File: src/prm_pkg.sv
`timescale 1ns / 1ps
`default_nettype none

package prm_pkg;

  localparam int PEN_W       = 14;
  localparam int PRIO_W      = 3;
  localparam int PRIO_LSB    = 11;
  localparam int PRIO_ADDR_W = 15;
  localparam int CODE_W      = 3;
  localparam int LAYER_W     = 3;
  localparam int NUM_LANES   = 5;

  localparam logic [PEN_W-1:0] TRANSPARENT_PEN = 14'h003f;

  // layer ids: tile layers 0..3, sprites last
  localparam logic [LAYER_W-1:0] LAYER_TILE0  = 3'd0;
  localparam logic [LAYER_W-1:0] LAYER_TILE1  = 3'd1;
  localparam logic [LAYER_W-1:0] LAYER_TILE2  = 3'd2;
  localparam logic [LAYER_W-1:0] LAYER_TILE3  = 3'd3;
  localparam logic [LAYER_W-1:0] LAYER_SPRITE = 3'd4;

  // priority codes held in the ram
  localparam logic [CODE_W-1:0] CODE_SPRITE = 3'd3;
  localparam logic [CODE_W-1:0] CODE_TILE3  = 3'd4;
  localparam logic [CODE_W-1:0] CODE_TILE1  = 3'd6;
  localparam logic [CODE_W-1:0] CODE_TILE2  = 3'd7;

  typedef logic [PEN_W-1:0] pen_t;

  typedef struct packed {
    logic              transp;
    logic [PRIO_W-1:0] prio;
  } lane_info_t;

  // unused codes fall back to layer 0
  function automatic logic [LAYER_W-1:0] code_to_layer(input logic [CODE_W-1:0] code);
    logic [LAYER_W-1:0] layer;
    case (code)
      CODE_SPRITE: layer = LAYER_SPRITE;
      CODE_TILE3:  layer = LAYER_TILE3;
      CODE_TILE1:  layer = LAYER_TILE1;
      CODE_TILE2:  layer = LAYER_TILE2;
      default:     layer = LAYER_TILE0;
    endcase
    return layer;
  endfunction

endpackage

`default_nettype wire

File: src/prm_merge.sv
`timescale 1ns / 1ps
`default_nettype none

module prm_merge
  import prm_pkg::*;
(
  input  wire pen_t               pens [NUM_LANES],
  input  wire logic [CODE_W-1:0]  code,
  output pen_t                    pixel_pen,
  output logic      [LAYER_W-1:0] winning_layer
);

  always_comb begin
    winning_layer = code_to_layer(code);
    case (winning_layer)
      LAYER_TILE1:  pixel_pen = pens[1];
      LAYER_TILE2:  pixel_pen = pens[2];
      LAYER_TILE3:  pixel_pen = pens[3];
      LAYER_SPRITE: pixel_pen = pens[4];
      default:      pixel_pen = pens[0];
    endcase
  end

endmodule

`default_nettype wire

File: config.mk
export PLATFORM = sky130hd
export DESIGN_NAME = prm_merge
export DESIGN_NICKNAME = d
export VERILOG_FILES = /design/src/prm_pkg.sv /design/src/prm_merge.sv
export SDC_FILE = /design/constraint.sdc
export NUM_CORES = 1
export LEC_CHECK = 0
export BUFFER_PORTS_ARGS = -buffer_cell sky130_fd_sc_hd__buf_2
export CORE_MARGIN = 3
export CORE_UTILIZATION = 32
export DETAILED_ROUTE_END_ITERATION = 8
export PLACE_DENSITY = 0.93
export SLEW_MARGIN = 10
export SYNTH_ARGS = -nofsm -noshare
export SYNTH_HDL_FRONTEND = slang
export SYNTH_SLANG_ARGS = --single-unit
File: constraint.sdc
create_clock -name vclk -period 1.6
set_input_delay 0.32 -clock vclk [all_inputs]
set_output_delay 0.32 -clock vclk [all_outputs]
set_load 0.05 [all_outputs]
==> out/qor.csv, run 1 <==
metric,value,unit
firstError,"[ERROR DPL-0038] Utilization greater than 100%, impossible to legalize",
syn_area,636,um^2
ys_seq_area_share,0,%
yosys-top-cells-area,"mux2i_1 17%, a211oi_1 15%, a21oi_1 11%",
place_area,1320,um^2
synth_common_cells,"14 x a21oi_1, 13 x a211oi_1, 12 x nor3_1",
avgSynthCellArea,6.62,um^2
yosysMostFrequentCell,a21oi_1,
synth_top_area_share,17.3,%
die_w,50.6,um
grt_start_max_net_pins,14,
outcome,did not finish,
row_count,15,
crit_endpoint,pixel_pen[6],
worst-ep-kind,primary output,
pin_count,90,
dpl.hpwl,2700,um
io_buffer_count,90,
yosysUniqueCellTypes,18,
synthCells,96,
failing_step,5_1_grt,
chipHeight,50.6,um
hold_buffers,0,
initial_utilization,35.3,%
post-cts-setup-buffer-count,0,
place.gp.congestion,0.847,
yosys.area.top_type,mux2i_1,
ys_warn_count,0,
syn_nets,169,
[cells by family after synthesis]
| logic type | Yosys count | synth area share, % |
|---|---|---|
| compound gates | 36 | 34.6 |
| simple gates | 32 | 27.2 |
| mux | 17 | 28.0 |
| buf+inv | 11 | 10.2 |
[timing repair]
action	in CTS
setup endpoints to repair	14
resized for setup	68
pin swaps	13
[per-stage QoR]
step / instances / setup WS (ns) / setup TNS [ns]
after CTS: 212 / -0.0766 / -0.639
after detailed placement: 212 / -0.259 / -2.83
after global placement: 212 / -0.206 / -2.36
after floorplan: 96 / -0.0220 / -0.110
==> inputs of run 2 (changes only) <==
--- a/config.mk
+++ b/config.mk
@@ -6,10 +6,10 @@
 export NUM_CORES = 1
 export LEC_CHECK = 0
 export BUFFER_PORTS_ARGS = -buffer_cell sky130_fd_sc_hd__buf_2
-export CORE_MARGIN = 3
-export CORE_UTILIZATION = 32
+export CORE_AREA = 3 3 64 66
 export DETAILED_ROUTE_END_ITERATION = 8
-export PLACE_DENSITY = 0.93
+export DIE_AREA = 0 0 67 69
+export PLACE_DENSITY_LB_ADDON = 0.15
 export SLEW_MARGIN = 10
 export SYNTH_ARGS = -nofsm -noshare
 export SYNTH_HDL_FRONTEND = slang
==> run 2 against run 1 <==
The flow now finishes, with violations (setup timing). Synthesized cell count is the same. Area after synthesis is the same.
==> out/qor.csv, run 2 <==
metric,value,unit,change
outcome,"finished, violations left",,
drive_gt1_share,86.5,%,
syn_area,636,um^2,unchanged
cap_violations,0,,
io_buffer_count,90,,unchanged
regArea,0,um^2,
grt_usage,14.5,%,
nFillCells,371,,
fmax,596,MHz,
core,3630,um^2,
final_core_util,51.0,%,
synth_common_cells,"14 x a21oi_1, 13 x a211oi_1, 12 x nor3_1",,
yosysUniqueCellTypes,18,,unchanged
nets,267,,
n_clock_buffer,0,,
end_kind,output pin,,
die_w,67,um,+33%
fin_crit_sh,105,%,
row_count,22,,+7
finalNonFillerCells,240,,
synthCells,96,,unchanged
slowest_stage,or3b_4,,
cp.arrival,1.36,ns,
grt-ovfl-total,0,,
tightest_slew,0.430,ns,
placedCellCount,235,,+11%
crit_required,1.28,ns,
diodes,0,,
setup_tns,-0.330,ns,
failed_checks,setup timing,,
antenna_left,0,,
place.gp.congestion,0.689,,-19%
static-leakage-power,0.814,nW,
slew_violations,0,,
fin_ws,-0.0767,ns,
pin_count,90,,unchanged
initial_utilization,17.5,%,-18 points
slew_headroom,71.1,%,
cp-start-kind,input pin,,
syn2layout_area_growth,191,%,
hold_violations,0,,
yosysMostFrequentCell,a21oi_1,,
via_per_inst,4.71,,
finalSetupViolCount,7,,
yosys.area.top_type,mux2i_1,,
drc,0,,
rsz0062_at_grt,yes,,
wl,3590,um,
yosys-top-cells-area,"mux2i_1 17%, a211oi_1 15%, a21oi_1 11%",,
total_power,0.727,mW,
path_max_fanout,6,,
chipHeight,69,um,+36%
worstSetupPathType,in2out,,
synth_top_area_share,17.3,%,unchanged
grt_start_max_net_pins,14,,
dieArea,4620,um^2,
critical_path.max_stage_delay,0.49,ns,
antenna_found_initial,0,,
power.density,392,nW/um^2,
drtIter0Drc,11,,
ys_warn_count,0,,unchanged
dpl.hpwl,2550,um,-5.3%
design.seq.count,0,,
syn_nets,169,,unchanged
avgSynthCellArea,6.62,um^2,unchanged
grt_pass1_wl,5480,um,
hold_path_class,in2out,,
ir_worst_vdd,0.162,mV,
grt_pass1_vias,1249,,
drt_pre_antenna_iters,4,,
vias,1130,,
ys_seq_area_share,0,%,unchanged
finalWorstPathRequiredPeriod,1.68,ns,
mostFrequentLayoutCells,"73 x buf_2, 17 x buf_6, 11 x a21oi_2",,
wl_per_cell,15.0,um,
crit_chain,"buf_8, or3b_4, o22ai_4, nor3_4, buf_6",,
layout.cells.most_common,buf_2,,
hold_slack,1.07,ns,
run 2: cell counts after synthesis:
No cell type changed its count.
run 2: worst max-delay path, delay by kind of cell:
kind	cells	cell delay [ns]
and+or+nand+nor	2	0.56
buffers and inverters	2	0.26
AOI/OAI and AO/OA	1	0.21
run 2: cell type report:
| cell class | instances | area (um^2) | share of cell area, % |
|---|---|---|---|
| multi-input combinational | 86 | 997 | 53.9 |
| tap | 48 | 60.1 | 3.24 |
| timing repair buffer | 106 | 795 | 42.9 |
run 2: path summary, 6_finish.rpt:
path      from             to  slack (ns)  depth (start not counted)
max    code[1]  pixel_pen[12]       -0.08                          5
min   pens[48]   pixel_pen[6]        1.07                          4
run 2: layer usage:
layer / wire, um / up-vias / GRT usage, %
met5: 0 / - / 0
met1: 1320 / 517 / 16.6
met4: 28 / 0 / 1.13
met3: 321 / 2 / 0.814
met2: 1920 / 58 / 29.1
li1: - / 553 / -
run 2: cells by family (layout without fill, tap and decap cells):
family,count (synthesis),count (layout),synth area share [%]
AO/OA/AOI/OAI,36,36,34.6
AND/OR/NAND/NOR,32,33,27.2
multiplexers,17,17,28.0
buffers and inverters,11,106,10.2
run 2: metrics by stage:
step | instance area [um^2] | setup slack, ns
CTS | 1780 | -0.0795
floorplan | 853 | -0.0220
global route | 1850 | -0.106
global placement | 1360 | -0.245
finish | 1850 | -0.0767
detailed placement | 1360 | -0.265
run 2: report_power, final:
| group | total, mW | switching (mW) | internal [mW] |
|---|---|---|---|
| logic | 0.727 | 0.387 | 0.339 |
| registers | 0 | 0 | 0 |
| clock network | 0 | 0 | 0 |
run 2: timing repair:
action	CTS	global route
buffers inserted	2	0
pin swaps	9	9
endpoints found under the setup margin	14	15
gates cloned	3	0
resized for setup	85	19
hold buffers	0	0
No activity file was read; power rests on OpenSTA's default activity.
==> inputs of run 3 (changes only) <==
--- a/config.mk
+++ b/config.mk
@@ -10,6 +10,7 @@
 export DETAILED_ROUTE_END_ITERATION = 8
 export DIE_AREA = 0 0 67 69
 export PLACE_DENSITY_LB_ADDON = 0.15
+export SETUP_SLACK_MARGIN = 0.2
 export SLEW_MARGIN = 10
 export SYNTH_ARGS = -nofsm -noshare
 export SYNTH_HDL_FRONTEND = slang
==> run 3 against run 2 <==
Setup slack improved by 0.013 ns. Core utilization is 2.1 points lower. Count of clock-buffer cells in the layout unchanged. Critical path type unchanged. Via count rose by 0.44%. Routed wire length down 6.0%. Largest power group unchanged. The run still ends with setup timing left. Die area did not move. Combinational power is 4.0% lower.
==> out/qor.csv, run 3 (synthesized netlist as in run 2, its figures left out) <==
metric,value,unit,change
syn2layout_area_growth,179,%,
wl,3380,um,-6.0%
antenna_left,0,,unchanged
row_count,22,,unchanged
slew_headroom,72.7,%,+1.6 points
drive_gt1_share,84.4,%,-2.1 points
outcome,"finished, violations left",,
power.internal,0.328,mW,-3.4%
dpl.hpwl,2520,um,-1.2%
antenna_found_initial,0,,unchanged
final_core_util,48.8,%,-2.1 points
n_clock_buffer,0,,unchanged
crit_required,1.28,ns,about the same
grt-ovfl-total,0,,unchanged
static-leakage-power,0.777,nW,-4.6%
clockPowerShare,0,%,unchanged
hold_path_class,in2out,,
multi_input_area,931,um^2,-6.6%
core,3630,um^2,unchanged
use_met3,0.977,%,+0.16 points
nFillCells,368,,-0.81%
sw_frac_of_total,53.1,%,-0.25 points
power.density,394,nW/um^2,+0.32%
worstSetupPathType,in2out,,
fin_ws,-0.0633,ns,+0.0134 ns
drtIter0Drc,15,,+4
crit_chain,"buf_8, or3b_4, o22ai_4, nor3_4, buf_6",,
layout.cells.most_common,buf_2,,
crit_end,pixel_pen[13],,
grt_pass1_wl,5560,um,+1.5%
p_switching,0.371,mW,-4.3%
total_power,0.698,mW,-3.9%
grt_pass1_vias,1194,,-4.4%
die_w,67,um,unchanged
grt_usage,14.6,%,+0.037 points
nets,267,,unchanged
drc,0,,unchanged
place.gp.congestion,0.647,,-6.1%
path_max_fanout,6,,unchanged
cap_violations,0,,unchanged
cp.arrival,1.34,ns,-0.02 ns
ir_worst_vdd,0.162,mV,-0.16%
chipHeight,69,um,unchanged
via_per_inst,4.73,,+0.44%
initial_utilization,17.5,%,unchanged
slowest_stage,or3b_4,,
pin_count,90,,unchanged
fin_crit_sh,104,%,-0.83 points
tightest_slew,0.406,ns,-0.0232 ns
critPathLaunch,code[0],,
power_frac_comb,100.0,%,about the same
cp-start-kind,input pin,,
hold_violations,0,,unchanged
slew_violations,0,,unchanged
met2_usage,27.5,%,-1.6 points
rsz0062_at_grt,yes,,
drt_pre_antenna_iters,4,,unchanged
critical_path.max_stage_delay,0.50,ns,about the same
busiest_layer,met2,,
dieArea,4620,um^2,unchanged
setup_tns,-0.381,ns,-0.0502 ns
p_seq_share,0,%,unchanged
finalSetupViolCount,7,,unchanged
io_buffer_count,90,,unchanged
vias,1135,,+0.44%
failed_checks,setup timing,,
mostFrequentLayoutCells,"71 x buf_2, 16 x buf_6, 11 x a21oi_2",,
regArea,0,um^2,unchanged
finalWorstPathRequiredPeriod,1.66,ns,-0.0134 ns
grt_use_met1,18.6,%,+2.0 points
diodes,0,,unchanged
fmax,601,MHz,+0.80%
wl_per_cell,14.1,um,-6.0%
grt_start_max_net_pins,12,,-2
end_kind,output pin,,
design.seq.count,0,,unchanged
-- run 3: power groups by stage --
stage	Combinational, mW	Sequential [mW]	Clock [mW]
6_report	0.698	0	0
5_1_grt	0.742	0	0
4_1_cts	0.678	0	0
3_5_place_dp	0.534	0	0
3_3_place_gp	0.526	0	0
2_1_floorplan	0.376	0	0
-- run 3: worst min-delay path by stage --
stage	from	end	slack, ns	cells past startpoint
2_1_floorplan	code[0]	winning_layer[0]	0.84	2
3_3_place_gp	pens[51]	pixel_pen[9]	1.13	4
3_5_place_dp	pens[54]	pixel_pen[12]	1.14	4
4_1_cts	pens[64]	pixel_pen[8]	1.09	4
5_1_grt	pens[64]	pixel_pen[8]	1.10	4
6_report	pens[64]	pixel_pen[8]	1.09	4
-- run 3: critical path, delay by kind of cell --
family,cells,cell delay (ns)
compound gates,1,0.21
buf+inv,2,0.25
simple gates,2,0.55
-- run 3: final cells by class --
class                           instances  area share, %
Tap cell                               48           3.39
Timing Repair Buffer                  106           44.1
Multi-Input combinational cell         86           52.5
-- run 3: per-layer routing --
metal | vias up | wire length (um)
met1 | 516 | 1270
li1 | 554 | -
met5 | - | 0
met2 | 63 | 1780
met3 | 2 | 324
met4 | 0 | 5
-- run 3: timing repair --
| item | 4_1_cts | 5_1_grt |
|---|---|---|
| buffers inserted | 3 | 0 |
| pin swaps | 18 | 12 |
| hold buffers | 0 | 0 |
| resized for setup | 78 | 17 |
| setup endpoints to repair | 17 | 17 |
| gates cloned | 2 | 0 |
-- run 3: through the flow --
stage | setup WS, ns | cell area (um^2) | hold WS (ns) | instances
finish | -0.0633 | 1770 | 1.09 | 240
global route | -0.0919 | 1770 | 1.10 | 240
CTS | -0.0879 | 1710 | 1.09 | 240
detailed placement | -0.260 | 1350 | 1.14 | 235
global placement | -0.241 | 1350 | 1.13 | 235
floorplan | -0.0126 | 841 | 0.838 | 96
==> inputs of run 4 (changes only) <==
==> constraint.sdc (replaced) <==
create_clock -name vclk -period 1.6
set_input_delay 0.16 -clock vclk [all_inputs]
set_output_delay 0.16 -clock vclk [all_outputs]
set_load 0.05 [all_outputs]
==> run 4 against run 3 <==
The run now ends clean. Core utilization down 4.7 points. Cell area down 9.7%. Sequential share of layout area unchanged. Critical path depth did not move. Global-route usage decreased by 2.0 points. Setup slack gained 0.28 ns. Non-clock buffer count decreased by 3. Count of clock-buffer cells in the layout stayed put. Sequential cell count stayed put. Critical path type unchanged.
==> out/qor.csv, run 4 (synthesized netlist as in run 2, its figures left out) <==
metric,value,unit,change
grt_start_max_net_pins,13,,+1
worstHoldStart,pens[48],,
initial_utilization,17.5,%,unchanged
hold_depth,4,,unchanged
pin_count,90,,unchanged
setup_tns,0,ns,+0.381 ns
diodes,0,,unchanged
chipHeight,69,um,unchanged
slew_violations,0,,unchanged
path_max_fanout,6,,unchanged
critical_path.max_stage_delay,0.45,ns,-0.05 ns
nFillCells,394,,+7.1%
p_switching,0.346,mW,-6.7%
cap_violations,0,,unchanged
dpl.hpwl,2490,um,-1.3%
p_seq_share,0,%,unchanged
hold_buffers,0,,unchanged
worstSetupPathType,in2out,,
grt_usage,12.6,%,-2.0 points
grt-ovfl-total,0,,unchanged
nets,263,,-1.5%
dieArea,4620,um^2,unchanged
cp.arrival,1.22,ns,-0.12 ns
hold_violations,0,,unchanged
outcome,"complete, no violations",,
drt_pre_antenna_iters,2,,-2
grt_pass1_wl,4810,um,-14%
fmax,723,MHz,+20%
wl_per_cell,13.5,um,-4.3%
rsz0062_at_grt,yes,,
cp_num_buf_inv,2,,unchanged
finalSetupViolCount,0,,-7
core,3630,um^2,unchanged
cp.depth,5,,unchanged
tightest_slew,0.390,ns,-0.0163 ns
row_count,22,,unchanged
antenna_left,0,,unchanged
power_frac_comb,100.0,%,about the same
vias,1110,,-2.2%
layout.cells.most_common,buf_2,,
hold_path_class,in2out,,
regArea,0,um^2,unchanged
drtIter0Drc,18,,+3
antenna_found_initial,0,,unchanged
drive_gt1_share,83.5,%,-0.86 points
end_kind,output pin,,
place.gp.congestion,0.716,,+11%
crit_chain,"clkbuf_4, or3b_4, o22ai_2, nor3_4, buf_4",,
die_w,67,um,unchanged
wl,3180,um,-5.9%
mostFrequentLayoutCells,"74 x buf_2, 13 x buf_6, 12 x buf_4",,
total_power,0.623,mW,-11%
hold_end,pixel_pen[6],,
syn2layout_area_growth,152,%,
fin_crit_sh,86.4,%,-18 points
power.density,389,nW/um^2,-1.3%
finalWorstPathRequiredPeriod,1.38,ns,-0.280 ns
cp-start-kind,input pin,,
static-leakage-power,0.734,nW,-5.5%
slew_headroom,73.9,%,+1.2 points
cpLargestDelayFamily,simple AND/OR/NAND/NOR gates,,
design.seq.count,0,,unchanged
ir_worst_vdd,0.171,mV,+5.6%
power.internal,0.277,mW,-15%
slowest_stage,or3b_4,,
via_per_inst,4.70,,-0.55%
crit_required,1.44,ns,+0.16 ns
n_clock_buffer,0,,unchanged
sw_frac_of_total,55.5,%,+2.5 points
io_buffer_count,90,,unchanged
drc,0,,unchanged
clockPowerShare,0,%,unchanged
grt_pass1_vias,1102,,-7.7%
run 4: changes by cell type in the layout (fill, tap and decap cells not counted), sizes merged:
cell	change
nand2b	-1
clkbuf	+2
buf	-5
run 4: repair_timing:
item                                    4_1_cts  5_1_grt
pin swaps                                     0        2
setup buffers                                 1        1
resized for setup                            38       31
cloned                                        0        1
endpoints found under the setup margin       14       14
run 4: worst max-delay path by stage:
| stage | start | end | slack, ns |
|---|---|---|---|
| floorplan | code[1] | pixel_pen[0] | 0.23 |
| detailed placement | code[0] | pixel_pen[13] | 0.07 |
| global placement | code[0] | pixel_pen[9] | 0.09 |
| global route | code[2] | pixel_pen[9] | 0.18 |
| CTS | code[0] | pixel_pen[13] | 0.18 |
| finish | code[2] | pixel_pen[10] | 0.22 |
run 4: power groups by stage:
stage	combinational (mW)	sequential [mW]	clock (mW)
finish	0.623	0	0
global route	0.662	0	0
CTS	0.575	0	0
detailed placement	0.511	0	0
global placement	0.505	0	0
floorplan	0.355	0	0
run 4: per-stage QoR:
step | cell area, um^2 | worst slack [ns] | hold WS (ns) | util [%] | std cells
6_report | 1600 | 0.217 | 0.740 | 44.1 | 236
5_1_grt | 1600 | 0.183 | 0.778 | 44.1 | 236
3_5_place_dp | 1290 | 0.0722 | 0.823 | 35.4 | 233
3_3_place_gp | 1290 | 0.0882 | 0.819 | 35.4 | 233
4_1_cts | 1450 | 0.180 | 0.766 | 39.8 | 234
2_1_floorplan | 776 | 0.226 | 0.544 | - | 96
run 4: cell type report:
cell class	count	area [um^2]	area share, %
tap	48	60.1	3.75
timing repair buffer	103	679	42.4
multi-input combinational	85	863	53.9
run 4: metal layers:
layer  GRT usage [%]  routed length (um)  share of wire (%)
met1            15.1                1240                 39
met2            25.0                1790                 56
met3           0.489                 155                4.9
met4           0.225                   0                  0
met5               0                   0                  0
